## config.mk

```make
export PLATFORM = sky130hd
export DESIGN_NAME = mfs_cell
export DESIGN_NICKNAME = d
export VERILOG_FILES = /design/src/rtl/max_frequency_stack_macros.svh /design/src/rtl/mfs_pkg.sv /design/src/rtl/mfs_cell.sv
export SDC_FILE = /design/constraint.sdc
export NUM_CORES = 1
export LEC_CHECK = 0
export CAP_MARGIN = 20
export CORE_UTILIZATION = 56
export CTS_CLUSTER_DIAMETER = 150
export DETAILED_ROUTE_END_ITERATION = 6
export DONT_BUFFER_PORTS = 1
export GPL_ROUTABILITY_DRIVEN = 0
export PLACE_DENSITY = 0.71
export SLEW_MARGIN = 20
export SYNTH_ARGS = -nofsm -noshare
export SYNTH_HDL_FRONTEND = slang
export SYNTH_SLANG_ARGS = --single-unit
```

## constraint.sdc

```tcl
create_clock -name clk -period 1.3 [get_ports clk]
set_clock_uncertainty 0.15 [all_clocks]
set_input_delay 0.13 -clock clk [delete_from_list [all_inputs] [get_ports clk]]
set_output_delay 0.13 -clock clk [all_outputs]
set_load 0.1 [all_outputs]
```

## src/rtl/max_frequency_stack_macros.svh

```systemverilog
// Assertion macros for the frequency stack
`ifndef MAX_FREQUENCY_STACK_MACROS_SVH
`define MAX_FREQUENCY_STACK_MACROS_SVH

`ifndef NO_ASSERTIONS
`define MFS_ASSERT_ALWAYS(lbl, expr, msg) \
	lbl: assert property (@(posedge clk) disable iff (!arst_n) (expr)) else $error(msg);
`define MFS_ASSERT_NEXT(lbl, ante, cons, msg) \
	lbl: assert property (@(posedge clk) disable iff (!arst_n) (ante) |=> (cons)) else $error(msg);
`else
`define MFS_ASSERT_ALWAYS(lbl, expr, msg)
`define MFS_ASSERT_NEXT(lbl, ante, cons, msg)
`endif

`endif

```

## src/rtl/mfs_pkg.sv

```systemverilog
package mfs_pkg;

	localparam logic [1:0] STATUS_OK    = 2'd0;
	localparam logic [1:0] STATUS_EMPTY = 2'd1;
	localparam logic [1:0] STATUS_FULL  = 2'd2;

	localparam logic MODE_PUSH = 1'b0;
	localparam logic MODE_POP  = 1'b1;

	typedef enum logic [1:0] {
		ST_IDLE = 2'b01,
		ST_EXEC = 2'b10
	} state_t;

	typedef struct packed {
		logic cmp_en;
		logic cmp_pop;
		logic wr;
		logic shift;
	} cell_ctl_t;

endpackage

```

## src/rtl/mfs_cell.sv

```systemverilog
module mfs_cell #(
	parameter int VALUE_BITS = 32,
	parameter int LEVEL_BITS = 7
) (
	input  logic                  clk,
	input  logic                  arst_n,
	input  mfs_pkg::cell_ctl_t    ctl,
	input  logic [VALUE_BITS-1:0] key,
	input  logic [LEVEL_BITS-1:0] cmp_level,
	input  logic [LEVEL_BITS-1:0] wr_level,
	input  logic                  nb_valid,
	input  logic [VALUE_BITS-1:0] nb_value,
	input  logic [LEVEL_BITS-1:0] nb_level,
	output logic                  valid,
	output logic [VALUE_BITS-1:0] value,
	output logic [LEVEL_BITS-1:0] level,
	output logic                  match
);
	import mfs_pkg::*;

	logic                  valid_q;
	logic                  match_q;
	logic [VALUE_BITS-1:0] value_q;
	logic [LEVEL_BITS-1:0] level_q;

	always_ff @(posedge clk or negedge arst_n) begin
		if (!arst_n) begin
			valid_q <= 1'b0;
			match_q <= 1'b0;
		end else begin
			if (ctl.cmp_en) begin
				match_q <= valid_q & (ctl.cmp_pop ? (level_q == cmp_level) : (value_q == key));
			end
			if (ctl.shift) begin
				valid_q <= nb_valid;
			end else if (ctl.wr) begin
				valid_q <= 1'b1;
			end
		end
	end

	always_ff @(posedge clk) begin
		if (ctl.shift) begin
			value_q <= nb_value;
			level_q <= nb_level;
		end else if (ctl.wr) begin
			value_q <= key;
			level_q <= wr_level;
		end
	end

	assign valid = valid_q;
	assign value = value_q;
	assign level = level_q;
	assign match = match_q;

endmodule

```

==> metrics, run 1 <==
outcome=did not finish; Stopped at=global routing (5_1_grt); stop err=[ERROR DPL-0038] Utilization greater than 100%, impossible to legalize; Max Buffers Root-to-Sink=2; largest net degree at the start of global routing=43; Cell Area, Synth=2150 um^2; cell row count=22; Post-DP Area=2530 um^2; Clock Sinks=41; top cells by area, synth=edfxtp_1 (55%), mux2_2 (20%), xnor2_1 (9.4%), xor2_1 (6.5%), dfrtp_1 (2.3%); Async S/R FF share, synth=0.0488; Syn. warnings=0; Worst EP kind=register data pin; I/O pins=133; Port Buffers=0; sequential share of the synthesized area=0.569; Yosys top cell area share=0.546; Post-synth EDFFs=39; Final HPWL DP=3.18 mm; CTS Root Buffer Type=clkbuf_8; dpl ws=-0.268 ns; Top FF cell, synth=edfxtp_1; DIE HEIGHT=63.9 um; Post-synth top cells=edfxtp_1 (39), mux2_2 (39), xnor2_1 (23); starting density of the core=0.586; Seq cells post-synth=~40; Syn Inst Count=145; H-tree depth=2; Mapped Avg Cell Area=14.8 um^2; die width=63.9 um; Yosys cell types=17; TritonCTS Buffers=5; GRT worst endpoint=match$_DFFE_PN0P_/D; Mapped Nets=about 240; dominant cell type by area after synthesis=edfxtp_1
==> stage by stage <==
step / std cells / TNS [ns]
after floorplan: 145 / -0.622
after global placement: 234 / -0.266
after detailed placement: 234 / -0.268
after CTS: 325 / -0.229
==> what timing repair did <==
action | in CTS
setup endpoints to repair | 6
gates resized for setup | 19
pin swaps | 1
hold buffers | 82
setup buffers | 2
hold endpoints to repair | 43
==> cells by family after synthesis <==
kind of cell / Yosys count / share of synthesized area
compound gates: 3 / 0.00758
flops: 41 / 0.569
xor+xnor: 39 / 0.159
mux: 39 / 0.205
simple gates: 18 / 0.0484
buf+inv: 5 / 0.0111
==> run 2, diff against run 1 <==
--- a/config.mk
+++ b/config.mk
@@ -6,12 +6,11 @@
 export NUM_CORES = 1
 export LEC_CHECK = 0
 export CAP_MARGIN = 20
-export CORE_UTILIZATION = 56
-export CTS_CLUSTER_DIAMETER = 150
+export CORE_UTILIZATION = 40
 export DETAILED_ROUTE_END_ITERATION = 6
 export DONT_BUFFER_PORTS = 1
 export GPL_ROUTABILITY_DRIVEN = 0
-export PLACE_DENSITY = 0.71
+export PLACE_DENSITY_LB_ADDON = 0.15
 export SLEW_MARGIN = 20
 export SYNTH_ARGS = -nofsm -noshare
 export SYNTH_HDL_FRONTEND = slang
==> constraint.sdc (replaced) <==
create_clock -name clk -period 1.7 [get_ports clk]
set_clock_uncertainty 0.15 [all_clocks]
set_input_delay 0.17 -clock clk [delete_from_list [all_inputs] [get_ports clk]]
set_output_delay 0.17 -clock clk [all_outputs]
set_load 0.1 [all_outputs]
==> run 2 against run 1 <==
Against the previous run:
- the flow now finishes, with violations (hold timing)
- synthesized cell count is the same
- synthesized area did not move
==> metrics, run 2 <==
outcome=finished, violations left (was did not finish); failing checks=hold timing; crit start category=input port; DIE HEIGHT=75.2 um (was 63.9 um); area of the multi-input gates=approximately 910 um^2; sequential share of the synthesized area=0.569 (unchanged); required time of the critical path=approximately 1.6 ns; diode count=0; Clock Sinks=41 (unchanged); share of layout cells above drive strength 1=0.330; Top FF cell, synth=edfxtp_1 (unchanged); sw power=between 0.001 and 0.0015 W; Final HPWL DP=3.57 mm (was 3.18 mm); Post-Layout Cell Count=343; CP Capture Type=register; Layout fillers=approximately 400; post-synthesis xor/xnor area fraction=0.159 (unchanged); Vias=1681; starting density of the core=0.417 (was 0.586); post-synthesis compound-gate area fraction=0.00758 (unchanged); dominant cell type by area after synthesis=edfxtp_1 (unchanged); Reg area=1220 um^2; RSZ-0062 raised after global routing=no; Total GRT Usage=0.208; aggregate routed wire length=5.82 mm; cell total after placement=251 (was 234); Pint=0.00197 W; Port Buffers=0 (unchanged); TritonCTS Buffers=5 (unchanged); DR iter-0 viols=52; final setup fails=0; CTS Root Buffer Type=clkbuf_8 (unchanged); CTS tree=yes; Post-CTS Repair Setup Buffers=0 (was 2); GRT overflow=0; Core Box Area=approximately 5100 um^2; number of global-route vias before repair=1879; Mapped Nets=237 (unchanged); Post-Synth Adder-Cell Area=0 (unchanged); final worst path period share=0.993; cell row count=26 (was 22); Seq cells post-synth=41 (unchanged); post-detailed-route count of antenna-violating nets=0; Hold Crit Class=in2reg; Post-Synth Simple-Gate Area=0.0484 (unchanged); Hold Fails Final Rpt=1; dpl ws=0.111 ns (was -0.268 ns); clock latency reported for the late side of the worst-skew pair=~0.30 ns; Clock transition at path regs=0.07 ns; Yosys top cell area share=0.546 (unchanged); drt via density=4.90; first-pass GRT wire length=between 8 and 9 mm; H-tree depth=2 (unchanged); largest net degree at the start of global routing=42; Syn. warnings=0 (unchanged); drt first pass iters=4; DR WL/cell=17.0 um; antenna violations before repair=0; arrival time worst endpoint=1.58 ns; Max Buffers Root-to-Sink=2 (unchanged); Die Area=between 5000 and 6000 um^2; Yosys cell types=17 (unchanged); most frequent cells in the layout=dlygate4sd3_1 (83), buf_4 (40), mux2_2 (39), edfxtp_1 (39), xnor2_1 (23); VDD IR max=just over 0.6 mV; Comb pwr share=0.422; worst slew pin tran=0.932 ns; Async S/R FF share, synth=0.0488 (unchanged); Post-synth top cells=edfxtp_1 (39), mux2_2 (39), xnor2_1 (23) (unchanged); top cells by area, synth=edfxtp_1 (55%), mux2_2 (20%), xnor2_1 (9.4%), xor2_1 (6.5%), dfrtp_1 (2.3%) (unchanged); Layout Nets=364; die width=75.2 um (was 63.9 um); Max transition margin=0.379; R2R depth=4; sequential power share=0.393; I/O pins=133 (unchanged); area delta synth->final=61.5%; Critical Path Fanout Max=2; Mapped Avg Cell Area=14.8 um^2 (unchanged); most common cell after layout, fill and taps aside=dlygate4sd3_1; Worst Hold Slack=-0.00101 ns; largest family of logic cells by synthesized area=multiplexers (unchanged); Largest register FFs=32; Tmin final=approximately 1.7 ns; Fmax=592 MHz; Max Cap Viol=0; Switching Fraction=0.412; clock group share of total power=0.185; Cell Area, Synth=2150 um^2 (unchanged); pwr dens=966 nW/um^2; Post-synth EDFFs=39 (unchanged); Syn Inst Count=145 (unchanged); multiplexer share of the synthesized area=0.205 (unchanged); WHS Path Cells=3; critical path class=in2reg; post-route worst setup slack=0.0111 ns; Max Slew Vio Count=0; drc violations=0; P_leak=1.31 nW
==> run 2: cell counts after synthesis <==
Identical to the previous run, type by type.
==> run 2: layer usage <==
layer,share of wire,global-route usage
met3,0.070,0.0643
met5,0,0
met2,0.57,0.415
met1,0.35,0.197
met4,0.011,0.0720
==> run 2: kinds of logic after synthesis <==
kind of cell | after synthesis
xor gates and xnor gates | 39
muxes | 39
buffers and inverters | 5
AOI/OAI and AO/OA | 3
DFF | 41
and+or+nand+nor | 18
==> run 2: worst max-delay path, stage by stage <==
cell	delay, ns
dlygate4sd3_1	0.57
mux2_2	0.27
dlygate4sd3_1	0.56
==> run 2: per-stage QoR <==
stage,power (W),utilization,instance area (um^2),TNS [ns]
2_1_floorplan,0.00233,-,2150,-0.222
3_3_place_gp,0.00252,0.490,2520,0
3_5_place_dp,0.00253,0.490,2520,0
4_1_cts,0.00334,0.671,3450,0
5_1_grt,0.00347,0.674,3460,0
6_report,0.00335,0.674,3460,0
==> run 2: layout make-up <==
type                            count  area share
Clock buffer                        6      0.0209
Clock inverter                      2     0.00289
Multi-Input combinational cell     99       0.262
Sequential cell                    41       0.352
Tap cell                           70      0.0253
Timing Repair Buffer              125       0.337
==> run 2: final timing paths <==
| kind | start | end | slack (ns) |
|---|---|---|---|
| max | key[2] | value[2] | 0.01 |
| min | key[13] | match | -0.001 |
| max reg2reg | valid | valid | 0.10 |
| min reg2reg | match | match | 0.50 |
| max in group asynchronous | arst_n | match | 0.74 |
| min in group asynchronous | arst_n | valid | 0.53 |
==> run 2: power groups by stage <==
stage	Sequential (W)	Clock (W)	Combinational [W]
floorplan	0.00211	0	0.000227
global placement	0.00132	0	0.00119
detailed placement	0.00133	0	0.00120
CTS	0.00131	0.000629	0.00140
global route	0.00133	0.000677	0.00146
finish	0.00131	0.000619	0.00141
==> run 2: repair_timing <==
action	4_1_cts	5_1_grt
hold endpoints to repair	43	0
setup endpoints to repair	0	2
resized for setup	0	4
hold buffers	84	0
Power figures use the tool's default switching activity.
==> run 3, diff against run 2 <==
--- a/config.mk
+++ b/config.mk
@@ -6,7 +6,9 @@
 export NUM_CORES = 1
 export LEC_CHECK = 0
 export CAP_MARGIN = 20
-export CORE_UTILIZATION = 40
+export CELL_PAD_IN_SITES_DETAIL_PLACEMENT = 0
+export CELL_PAD_IN_SITES_GLOBAL_PLACEMENT = 1
+export CORE_UTILIZATION = 45
 export DETAILED_ROUTE_END_ITERATION = 6
 export DONT_BUFFER_PORTS = 1
 export GPL_ROUTABILITY_DRIVEN = 0
==> run 3 against run 2 <==
Against the previous run:
- the flow finishes with violations (DRC)
- hold slack better by 0.058 ns
- sequential power barely moved
- register-to-register slack about the same
- maximum frequency about the same
- global-route usage increased by 3.2 points
- worst setup slack better by 0.0015 ns
- final area rose by 0.33%
- wire length is 1.1% higher
- clock power shrank 1%
- non-clock buffer count up 1
- critical path type unchanged
==> metrics, run 3 (synthesized netlist as in run 2, its figures left out) <==
area delta synth->final=62.0% (was 61.5%); outcome=finished, violations left (unchanged); I/O pins=133 (unchanged); arrival time worst endpoint=1.57 ns (was 1.58 ns); pwr dens=965 nW/um^2 (was 966 nW/um^2); Final Core Density=0.777 (was 0.674); DR iter-0 viols=81 (was 52); worst slew pin tran=0.926 ns (was 0.932 ns); Critical Path Fanout Max=2 (unchanged); Port Buffers=0 (unchanged); cell row count=24 (was 26); number of global-route vias before repair=1960 (was 1879); delay-heaviest family, CP=buffers and inverters (unchanged); Max Cap Viol=0 (unchanged); crit start category=input port (unchanged); largest net degree at the start of global routing=42 (unchanged); Final HPWL DP=3.52 mm (was 3.57 mm); Fmax=593 MHz (was 592 MHz); CP Capture Type=register (unchanged); final setup fails=0 (unchanged); cell total after placement=233 (was 251); Clock transition at path regs=0.07 ns (about the same); final worst path period share=0.993 (about the same); Worst Hold Slack=0.0568 ns (was -0.00101 ns); Worst R2R Start=value[27] (was valid); most common cell after layout, fill and taps aside=dlygate4sd3_1 (unchanged); DIE HEIGHT=71.1 um (was 75.2 um); RSZ-0062 raised after global routing=yes (was no); Max Slew Vio Count=0 (unchanged); hold_sp=ctl[3] (was key[13]); aggregate routed wire length=5.88 mm (was 5.82 mm); critical path class=in2reg (unchanged); CTS tree=yes (unchanged); most frequent cells in the layout=dlygate4sd3_1 (83), buf_4 (41), mux2_2 (39), edfxtp_1 (39), xnor2_1 (21) (was dlygate4sd3_1 (83), buf_4 (40), mux2_2 (39), edfxtp_1 (39), xnor2_1 (23)); die width=71.1 um (was 75.2 um); CP max-delay cell=dlygate4sd3_1 (unchanged); TritonCTS Buffers=5 (unchanged); Layout fillers=287 (was 392); Setup TNS Final=0 ns (unchanged); GRT overflow=0 (unchanged); diode count=0 (unchanged); required time of the critical path=1.58 ns (was 1.59 ns); Clock Sinks=41 (unchanged); Buf/Inv on CP=2 (unchanged); CP startpoint=key[13] (was key[2]); drc violations=9 (was 0); Max stage delay on crit path=0.57 ns (about the same); cells along the critical path=dlygate4sd3_1 -> mux2_2 -> dlygate4sd3_1 (unchanged); clock latency reported for the late side of the worst-skew pair=0.29 ns (was 0.30 ns); antenna violations before repair=0 (unchanged); Die Area=5050 um^2 (was 5660 um^2); first-pass GRT wire length=9.07 mm (was 8.37 mm); Most Frequent Cell on Critical Path=dlygate4sd3_1 (unchanged); Core Box Area=4470 um^2 (was 5140 um^2); VDD IR max=0.572 mV (was 0.615 mV); drt first pass iters=6 (was 4); CTS Root Buffer Type=clkbuf_8 (unchanged); DR WL/cell=18.0 um (was 17.0 um); Tmin final=1.69 ns (about the same); post-detailed-route count of antenna-violating nets=0 (unchanged); H-tree depth=2 (unchanged); failing checks=DRC (was hold timing); Max Buffers Root-to-Sink=2 (unchanged); Post-Layout Cell Count=326 (was 343); post-route worst setup slack=0.0126 ns (was 0.0111 ns); Hold Crit Class=in2reg (unchanged); Vias=1692 (was 1681); P_leak=1.35 nW (was 1.31 nW); dpl ws=0.111 ns (about the same); Largest register FFs=32 (unchanged); starting density of the core=0.480 (was 0.417); Layout Nets=365 (was 364); drt via density=5.19 (was 4.90); share of layout cells above drive strength 1=0.336 (was 0.330); Total GRT Usage=0.239 (was 0.208); Max transition margin=0.383 (was 0.379); Hold Fails Final Rpt=0 (was 1)
==> run 3: per-stage QoR <==
step / total power (W) / cell area (um^2)
6_report: 0.00335 / 3480
3_3_place_gp: 0.00251 / 2490
4_1_cts: 0.00334 / 3440
3_5_place_dp: 0.00253 / 2490
5_1_grt: 0.00347 / 3480
2_1_floorplan: 0.00233 / 2150
==> run 3: layer usage <==
| layer | track usage | wire length [um] | vias up |
|---|---|---|---|
| met5 | 0 | 0 | - |
| met4 | 0.0867 | 128 | 0 |
| met3 | 0.0726 | 466 | 12 |
| met2 | 0.470 | 3220 | 82 |
| met1 | 0.234 | 2060 | 800 |
| li1 | - | - | 798 |
==> run 3: final timing paths <==
| kind | cells past startpoint | slack [ns] | endpoint |
|---|---|---|---|
| setup / recovery | 3 | 0.01 | value[13] |
| hold / removal | 4 | 0.06 | match |
| setup reg to reg | 5 | 0.10 | match |
| hold reg to reg | 3 | 0.49 | match |
| max in group asynchronous | 2 | 0.75 | match |
| min in group asynchronous | 2 | 0.53 | valid |
==> run 3: area by class of cell <==
class                   instances  area (um^2)  area share
well taps                      52         65.1      0.0187
multi-input cells              99          937       0.270
flip-flops and latches         41         1220       0.351
clock buffers                   5         68.8      0.0198
clock inverters                 3         12.5     0.00360
repair buffers                126         1170       0.337
==> run 3: tightest hold or removal path, cell delays in order <==
cell     delay (ns)
nand2_1        0.08
nor4_2         0.06
nand4_1        0.09
o21ai_1        0.05
==> run 3: timing repair <==
item,CTS,global route
setup endpoints to repair,0,2
buffers inserted,0,0
hold endpoints to repair,43,0
resized for setup,0,6
hold buffers,85,0
==> run 3: report_power, final <==
part | internal [W] | switching, W | leakage [nW] | total (W)
clock network | 0.000277 | 0.000336 | 0.0430 | 0.000613
logic | 0.000448 | 0.000975 | 0.880 | 0.00142
registers | 0.00124 | 0.0000800 | 0.423 | 0.00132
